--- src/mbrtu_pkg.sv ---
// shared types, constants and the crc step for the modbus rtu request framer
// no dependencies
package mbrtu_pkg;

    localparam int unsigned FRAME_LEN = 8;
    localparam int unsigned CRC_SPAN  = 6;
    localparam int unsigned IDX_W     = $clog2(FRAME_LEN);

    localparam logic [15:0] CRC_POLY  = 16'hA001;
    localparam logic [15:0] CRC_INIT  = 16'hFFFF;
    localparam logic [15:0] ADDR_BIAS = 16'h0001;

    localparam logic OP_READ  = 1'b0;
    localparam logic OP_WRITE = 1'b1;

    typedef logic [IDX_W-1:0] idx_t;

    localparam idx_t IDX_LAST    = idx_t'(FRAME_LEN - 1);
    localparam idx_t IDX_CRC_END = idx_t'(CRC_SPAN);

    // classified request, the six header bytes in word form
    typedef struct packed {
        logic [7:0]  slave_id;
        logic [7:0]  func_code;
        logic [15:0] addr;
        logic [15:0] word;
    } frame_hdr_t;

    // one byte through the reflected crc-16, eight shift steps
    function automatic logic [15:0] crc16_byte(input logic [15:0] crc, input logic [7:0] data);
        logic [15:0] c;
        c = crc ^ {8'h00, data};
        for (int b = 0; b < 8; b++)
        begin
            if (c[0])
            begin
                c = (c >> 1) ^ CRC_POLY;
            end
            else
            begin
                c = c >> 1;
            end
        end
        return c;
    endfunction

endpackage

--- src/mbrtu_front.sv ---
// front end: takes request items and turns them into frame headers
// depends on mbrtu_pkg
module mbrtu_front
(
    input  logic                    start,
    input  logic                    queue_full,
    input  logic                    op,
    input  logic [7:0]              slave_id,
    input  logic [7:0]              func_code,
    input  logic [15:0]             start_address,
    input  logic [15:0]             second_word,
    output logic                    push,
    output mbrtu_pkg::frame_hdr_t   hdr
);

    logic [15:0] quantity;

    assign push     = start && !queue_full;
    // read quantity, end minus start plus one, wrapping
    assign quantity = second_word - start_address + mbrtu_pkg::ADDR_BIAS;

    always_comb
    begin
        hdr.slave_id  = slave_id;
        hdr.func_code = func_code;
        hdr.addr      = start_address - mbrtu_pkg::ADDR_BIAS;
        unique case (op)
            mbrtu_pkg::OP_WRITE: hdr.word = second_word;
            mbrtu_pkg::OP_READ:  hdr.word = quantity;
            default:             hdr.word = quantity;
        endcase
    end

endmodule

--- src/mbrtu_queue.sv ---
// short queue of frame headers between front and back
// depends on mbrtu_pkg
module mbrtu_queue
#(
    parameter int unsigned DEPTH = 2
)
(
    input  logic                    clk,
    input  logic                    rst_n,
    input  logic                    push,
    input  mbrtu_pkg::frame_hdr_t   push_data,
    input  logic                    pop,
    output mbrtu_pkg::frame_hdr_t   pop_data,
    output logic                    full,
    output logic                    empty
);

    localparam int unsigned PTR_W = (DEPTH > 1) ? $clog2(DEPTH) : 1;
    localparam int unsigned CNT_W = $clog2(DEPTH + 1);
    localparam logic [PTR_W-1:0] PTR_LAST = PTR_W'(DEPTH - 1);
    localparam logic [CNT_W-1:0] CNT_FULL = CNT_W'(DEPTH);

    mbrtu_pkg::frame_hdr_t entry_reg [DEPTH];

    logic [PTR_W-1:0] wr_ptr_reg, wr_ptr_next;
    logic [PTR_W-1:0] rd_ptr_reg, rd_ptr_next;
    logic [CNT_W-1:0] count_reg, count_next;

    assign full     = (count_reg == CNT_FULL);
    assign empty    = (count_reg == '0);
    assign pop_data = entry_reg[rd_ptr_reg];

    always_comb
    begin
        wr_ptr_next = wr_ptr_reg;
        rd_ptr_next = rd_ptr_reg;
        count_next  = count_reg;
        if (push)
        begin
            wr_ptr_next = (wr_ptr_reg == PTR_LAST) ? '0 : wr_ptr_reg + 1'b1;
        end
        if (pop)
        begin
            rd_ptr_next = (rd_ptr_reg == PTR_LAST) ? '0 : rd_ptr_reg + 1'b1;
        end
        priority if (push && !pop)
        begin
            count_next = count_reg + 1'b1;
        end
        else if (pop && !push)
        begin
            count_next = count_reg - 1'b1;
        end
    end

    always_ff @(posedge clk or negedge rst_n)
    begin
        if (!rst_n)
        begin
            wr_ptr_reg <= '0;
            rd_ptr_reg <= '0;
            count_reg  <= '0;
        end
        else
        begin
            wr_ptr_reg <= wr_ptr_next;
            rd_ptr_reg <= rd_ptr_next;
            count_reg  <= count_next;
        end
    end

    always_ff @(posedge clk)
    begin
        if (push)
        begin
            entry_reg[wr_ptr_reg] <= push_data;
        end
    end

`ifndef SYNTHESIS
    a_no_overflow: assert property (@(posedge clk) disable iff (!rst_n)
        push |-> (!full || pop))
        else $error("queue push while full");

    a_no_underflow: assert property (@(posedge clk) disable iff (!rst_n)
        pop |-> !empty)
        else $error("queue pop while empty");
`endif

endmodule

--- src/mbrtu_back.sv ---
// back end: sends one header as eight frame bytes with running crc
// depends on mbrtu_pkg
module mbrtu_back
(
    input  logic                    clk,
    input  logic                    rst_n,
    input  logic                    queue_empty,
    input  mbrtu_pkg::frame_hdr_t   queue_data,
    output logic                    pop,
    output logic                    strobe,
    output logic [7:0]              frame_byte,
    output logic                    last
);

    logic                   active_reg, active_next;
    mbrtu_pkg::idx_t        idx_reg, idx_next;
    mbrtu_pkg::frame_hdr_t  hdr_reg, hdr_next;
    logic [15:0]            crc_reg, crc_next;
    logic                   at_last;

    assign at_last = (idx_reg == mbrtu_pkg::IDX_LAST);
    assign strobe  = active_reg;
    assign last    = active_reg && at_last;
    // fetch a new header when idle or on the final byte
    assign pop     = !queue_empty && (!active_reg || at_last);

    always_comb
    begin
        unique case (idx_reg)
            3'd0:    frame_byte = hdr_reg.slave_id;
            3'd1:    frame_byte = hdr_reg.func_code;
            3'd2:    frame_byte = hdr_reg.addr[15:8];
            3'd3:    frame_byte = hdr_reg.addr[7:0];
            3'd4:    frame_byte = hdr_reg.word[15:8];
            3'd5:    frame_byte = hdr_reg.word[7:0];
            3'd6:    frame_byte = crc_reg[7:0];
            default: frame_byte = crc_reg[15:8];
        endcase
    end

    always_comb
    begin
        active_next = active_reg;
        idx_next    = idx_reg;
        hdr_next    = hdr_reg;
        crc_next    = crc_reg;
        if (active_reg && idx_reg < mbrtu_pkg::IDX_CRC_END)
        begin
            crc_next = mbrtu_pkg::crc16_byte(crc_reg, frame_byte);
        end
        if (active_reg)
        begin
            idx_next = idx_reg + 1'b1;
        end
        if (active_reg && at_last)
        begin
            active_next = 1'b0;
        end
        if (pop)
        begin
            active_next = 1'b1;
            idx_next    = '0;
            hdr_next    = queue_data;
            crc_next    = mbrtu_pkg::CRC_INIT;
        end
    end

    always_ff @(posedge clk or negedge rst_n)
    begin
        if (!rst_n)
        begin
            active_reg <= 1'b0;
            idx_reg    <= '0;
        end
        else
        begin
            active_reg <= active_next;
            idx_reg    <= idx_next;
        end
    end

    always_ff @(posedge clk)
    begin
        hdr_reg <= hdr_next;
        crc_reg <= crc_next;
    end

`ifndef SYNTHESIS
    a_bytes_contiguous: assert property (@(posedge clk) disable iff (!rst_n)
        (strobe && !last) |=> (strobe && idx_reg == $past(idx_reg) + 1'b1))
        else $error("frame bytes not contiguous");

    a_frame_starts_at_zero: assert property (@(posedge clk) disable iff (!rst_n)
        $past(pop) |-> (strobe && idx_reg == '0))
        else $error("frame does not start at byte zero");
`endif

endmodule

--- src/modbus_rtu_request_framer.sv ---
// top level of the modbus rtu request framer
// depends on mbrtu_pkg, mbrtu_front, mbrtu_queue, mbrtu_back

// each accepted request item (start high while busy is low) produces one
// eight-byte modbus rtu request frame: slave id, function code, register
// address minus one (high byte first), quantity for a read or value for a
// write (high byte first), then the crc-16 over the first six bytes, low
// byte first. bytes come out one per cycle with strobe high, last marks
// the eighth byte; the receiver must take every byte as it is shown. the
// byte serializer sets the rate, frames running back to back. an item
// accepted while the serializer is idle is registered in the queue, then
// in the serializer, before it shows. a queue of QUEUE_DEPTH headers sits
// between the request side and the serializer, so up to QUEUE_DEPTH items
// may be taken ahead; busy is high exactly while that queue is full.
// the crc advances one byte per cycle as bytes 0 to 5 go out.
module modbus_rtu_request_framer
#(
    parameter int unsigned QUEUE_DEPTH = 2
)
(
    input  logic        clk,
    input  logic        rst_n,
    input  logic        start,
    output logic        busy,
    input  logic        op,
    input  logic [7:0]  slave_id,
    input  logic [7:0]  func_code,
    input  logic [15:0] start_address,
    input  logic [15:0] second_word,
    output logic        strobe,
    output logic [7:0]  frame_byte,
    output logic        last
);

    // header path between the three parts
    mbrtu_pkg::frame_hdr_t push_hdr;
    mbrtu_pkg::frame_hdr_t pop_hdr;
    logic                  push;
    logic                  pop;
    logic                  queue_full;
    logic                  queue_empty;

    assign busy = queue_full;

    // classify the request and build the header words
    mbrtu_front u_front
    (
        .start         (start),
        .queue_full    (queue_full),
        .op            (op),
        .slave_id      (slave_id),
        .func_code     (func_code),
        .start_address (start_address),
        .second_word   (second_word),
        .push          (push),
        .hdr           (push_hdr)
    );

    // decouples item intake from byte output
    mbrtu_queue
    #(
        .DEPTH (QUEUE_DEPTH)
    )
    u_queue
    (
        .clk       (clk),
        .rst_n     (rst_n),
        .push      (push),
        .push_data (push_hdr),
        .pop       (pop),
        .pop_data  (pop_hdr),
        .full      (queue_full),
        .empty     (queue_empty)
    );

    // serialize bytes and append the crc
    mbrtu_back u_back
    (
        .clk         (clk),
        .rst_n       (rst_n),
        .queue_empty (queue_empty),
        .queue_data  (pop_hdr),
        .pop         (pop),
        .strobe      (strobe),
        .frame_byte  (frame_byte),
        .last        (last)
    );

`ifndef SYNTHESIS
    a_last_after_frame: assert property (@(posedge clk) disable iff (!rst_n)
        last |-> $past(strobe, 7))
        else $error("last byte without a full frame before it");
`endif

endmodule

--- config.mk ---
export PLATFORM = sky130hd
export DESIGN_NAME = modbus_rtu_request_framer
export DESIGN_NICKNAME = d
export VERILOG_FILES = /design/src/mbrtu_pkg.sv /design/src/mbrtu_front.sv /design/src/mbrtu_queue.sv /design/src/mbrtu_back.sv /design/src/modbus_rtu_request_framer.sv
export SDC_FILE = /design/constraint.sdc
export NUM_CORES = 1
export LEC_CHECK = 0
export BUFFER_PORTS_ARGS = -buffer_cell sky130_fd_sc_hd__buf_2
export CORE_MARGIN = 2
export CORE_UTILIZATION = 60
export CTS_CLUSTER_DIAMETER = 120
export DETAILED_ROUTE_END_ITERATION = 16
export GPL_ROUTABILITY_DRIVEN = 0
export PLACE_DENSITY = 0.81
export SLEW_MARGIN = 30
export SYNTH_ARGS = -nofsm -noshare
export SYNTH_HDL_FRONTEND = slang
export SYNTH_SLANG_ARGS = --single-unit
--- constraint.sdc ---
create_clock -name clk -period 9.46 [get_ports clk]
set_clock_uncertainty 0.05 [all_clocks]
set_input_delay 1.892 -clock clk [delete_from_list [all_inputs] [get_ports clk]]
set_output_delay 1.892 -clock clk [all_outputs]
set_load 0.005 [all_outputs]
==> flow_summary.json <==
{
  "endpoint_kind": "output pin",
  "cap_violations": 0,
  "ant_nets": 0,
  "grt_use_met2_pct": 35.3,
  "ctsHoldBuffers": 0,
  "leakagePower_nw": 3.37,
  "synth.area.top_cells": "edfxtp_1, mux2_2, ha_1, dfxtp_1, xnor2_1",
  "synth_area_leader_cell": "edfxtp_1",
  "grt_use_met3_pct": 5.41,
  "synth-edff-count": 144,
  "syn_inst": 570,
  "yosysSeqAreaShare_pct": 61.6,
  "tritoncts": "done",
  "io_pins": 63,
  "drtIter0Drc": 382,
  "power_density_nw_per_um2": 388,
  "p_seq_share_pct": 36.6,
  "holdWs_ns": 0.448,
  "synth_most_common_cell": "edfxtp_1",
  "ys_seq_elements": 168,
  "min_path_type": "reg -> reg",
  "via_count": 4746,
  "drive_gt1_share_pct": 26.6,
  "cts-root-buf": "clkbuf_16",
  "crit_end": "frame_byte[2]",
  "synth_top_area_share_pct": 55.0,
  "avgSynthCellArea_um2": 13.8,
  "grt_pass1_vias": 4672,
  "crit_family": "simple AND/OR/NAND/NOR gates",
  "overflow": 0,
  "cts_buffers": 17,
  "r2r_slack_ns": 5.42,
  "clk_path_buf_depth": 2,
  "hold_viol": 0,
  "ys_warn_count": 0,
  "synth_area_um2": 7860,
  "drtPass1Iterations": 5,
  "period_share_pct": 51.9,
  "drv_slew": 0,
  "grtUsageTotal_pct": 22.3,
  "dieHeight_um": 118,
  "htreeDepth": 4,
  "antennaDiodeCount": 0,
  "crit_cells": 6,
  "grtUsageMet1_pct": 30.4,
  "clock.fmax_ghz": 0.204,
  "vias_per_cell": 5.80,
  "antenna_found_initial": 0,
  "grt_pass1_wl_mm": 24.0,
  "syn_nets": 660,
  "p_switching_w": 0.00118,
  "intPower_w": 0.00228,
  "netSwitchingFraction_pct": 34.1,
  "fin_nets": 723,
  "path_clk_slew_ns": 0.06,
  "fin_setup_tns_ns": 0,
  "crit_type": "reg -> out",
  "worstMarginPinSlew_ns": 0.769,
  "ir_worst_vdd_uv": 359,
  "power_frac_clock_pct": 19.3,
  "area_growth_pct": 13.4,
  "finalSetupViolCount": 0,
  "busiest_layer": "met2",
  "wl_per_cell_um": 18.3,
  "ys.flop_type": "edfxtp_1",
  "insertion_delay_ns": 0.42,
  "power_frac_comb_pct": 44.1,
  "start_kind": "flop",
  "cts_sinks": 168,
  "path_cells": "inv_1, ha_1, or4_1, nand2_1, o32a_1, buf_2",
  "critPathRequiredTime_ns": 7.52,
  "slew_headroom_pct": 48.6,
  "drc": 0,
  "rr_startpoint": "u_back.idx_reg[2]$_DFFE_PN0P_",
  "die_area_um2": 14000,
  "fin_crit_ns": 4.91,
  "die_w_um": 118,
  "critPathArrivalTime_ns": 2.97,
  "wirelength_mm": 15.0,
  "initial_core_util_pct": 61.8,
  "num_rows": 41,
  "grt_max_degree": 50,
  "portBuffers": 62,
  "postCtsSetupRepairBufs": 0,
  "cp-startpoint": "u_back.idx_reg[2]$_DFFE_PN0P_",
  "async_flop_share_pct": 4.76,
  "total_power_w": 0.00345,
  "r2r_cells": 11,
  "dpl.hpwl_mm": 10.1,
  "core-area_um2": 12700,
  "status": "finished, final reports clean",
  "ctsResizeCount": 0,
  "critPathMaxFanout": 25,
  "synth_cell_types": 51,
  "critical_path.slowest_cell": "or4_1",
  "r2r-end": "u_back.crc_reg[0]$_SDFFE_PP1P_",
  "largest_reg_flops": 96,
  "netlist_top_cells_count": "edfxtp_1, mux2_2, nand2_1, ha_1, xnor2_1",
  "cpPeakStageDelay_ns": 0.78,
  "cp.buffers_inverters": 2,
  "rsz0062_at_grt": "no"
}
## per-stage QoR
| stage | cells | utilization, % | worst slack (ns) | cell area (um2) |
|---|---|---|---|---|
| after floorplan | 570 | - | 4.80 | 7860 |
| after global placement | 786 | 65.5 | 4.42 | 8330 |
| after detailed placement | 786 | 65.5 | 4.26 | 8330 |
| after CTS | 818 | 70.1 | 4.20 | 8910 |
| after global routing | 818 | 70.1 | 4.35 | 8910 |
| final | 818 | 70.1 | 4.55 | 8910 |
## tightest hold or removal path: stages (launching register included)
cell and delay, ns:
dfxtp_1 0.32, nand2_1 0.06, nand3_1 0.06
## power by group through the flow
| stage | Clock (W) | Combinational, W | Sequential [W] |
|---|---|---|---|
| after CTS | 0.000676 | 0.00154 | 0.00126 |
| after floorplan | 0 | 0.00129 | 0.00118 |
| final | 0.000667 | 0.00152 | 0.00127 |
| after detailed placement | 0 | 0.00152 | 0.00127 |
| after global routing | 0.000709 | 0.00166 | 0.00129 |
| after global placement | 0 | 0.00148 | 0.00126 |
## worst min-delay path by stage
| stage | startpoint | to | slack (ns) | cells past startpoint |
|---|---|---|---|---|
| after floorplan | u_queue.wr_ptr_reg$_DFFE_PN0P_ | u_queue.wr_ptr_reg$_DFFE_PN0P_ | 0.41 | 1 |
| after global placement | u_back.crc_reg[9]$_SDFFE_PP1P_ | u_back.crc_reg[1]$_SDFFE_PP1P_ | 0.43 | 2 |
| after detailed placement | u_back.crc_reg[3]$_SDFFE_PP1P_ | u_back.crc_reg[3]$_SDFFE_PP1P_ | 0.44 | 2 |
| after CTS | u_back.crc_reg[13]$_SDFFE_PP1P_ | u_back.crc_reg[5]$_SDFFE_PP1P_ | 0.45 | 2 |
| after global routing | u_back.crc_reg[9]$_SDFFE_PP1P_ | u_back.crc_reg[1]$_SDFFE_PP1P_ | 0.47 | 2 |
| final | u_back.crc_reg[9]$_SDFFE_PP1P_ | u_back.crc_reg[1]$_SDFFE_PP1P_ | 0.45 | 2 |
## cell type report
cell class | instances | area (um2)
clock buffer | 19 | 433
multi-input combinational | 349 | 2810
timing repair buffer | 66 | 340
fill | 856 | 3810
sequential | 168 | 4850
clock inverter | 13 | 146
tap | 172 | 215
inverter | 31 | 116
## metal layers
metal  routed length [um]  part of all wire [%]  vias up
li1                     -                     -     2241
met1                 6510                    44     2328
met2                 7370                    49      159
met3                  799                   5.3       18
met4                  283                   1.9        0
met5                    0                     0        -
## layout by cell type, fill, tap and decap left out, types with 3 or more instances in the layout
master	netlist	final
buf_4	0	4
a21o_1	3	3
a21oi_1	12	12
nor2_1	17	16
a221oi_1	3	3
clkbuf_16	0	17
a22oi_1	10	10
a31oi_1	4	4
dfrtp_1	8	6
nor3_1	9	9
clkinv_4	0	4
nand3_1	9	9
edfxtp_1	144	144
xnor2_2	3	3
a22o_1	3	3
xor2_1	13	13
and2_1	3	3
or3_1	4	4
o211ai_1	10	10
xnor2_1	34	34
inv_1	31	30
dfxtp_1	16	16
ha_1	37	37
o21ai_0	23	23
mux2_2	62	62
buf_2	5	62
inv_6	0	3
nand2b_1	3	3
nand2_1	54	54
## logic make-up after synthesis
| kind of cell | Yosys count | synth area share, % |
|---|---|---|
| compound gates | 88 | 8.05 |
| xor+xnor | 52 | 6.45 |
| fa+ha+maj | 38 | 6.14 |
| buf+inv | 53 | 2.71 |
| flops | 168 | 61.6 |
| mux | 62 | 8.88 |
| simple gates | 109 | 6.14 |
No activity file was read; power rests on OpenSTA's default activity.
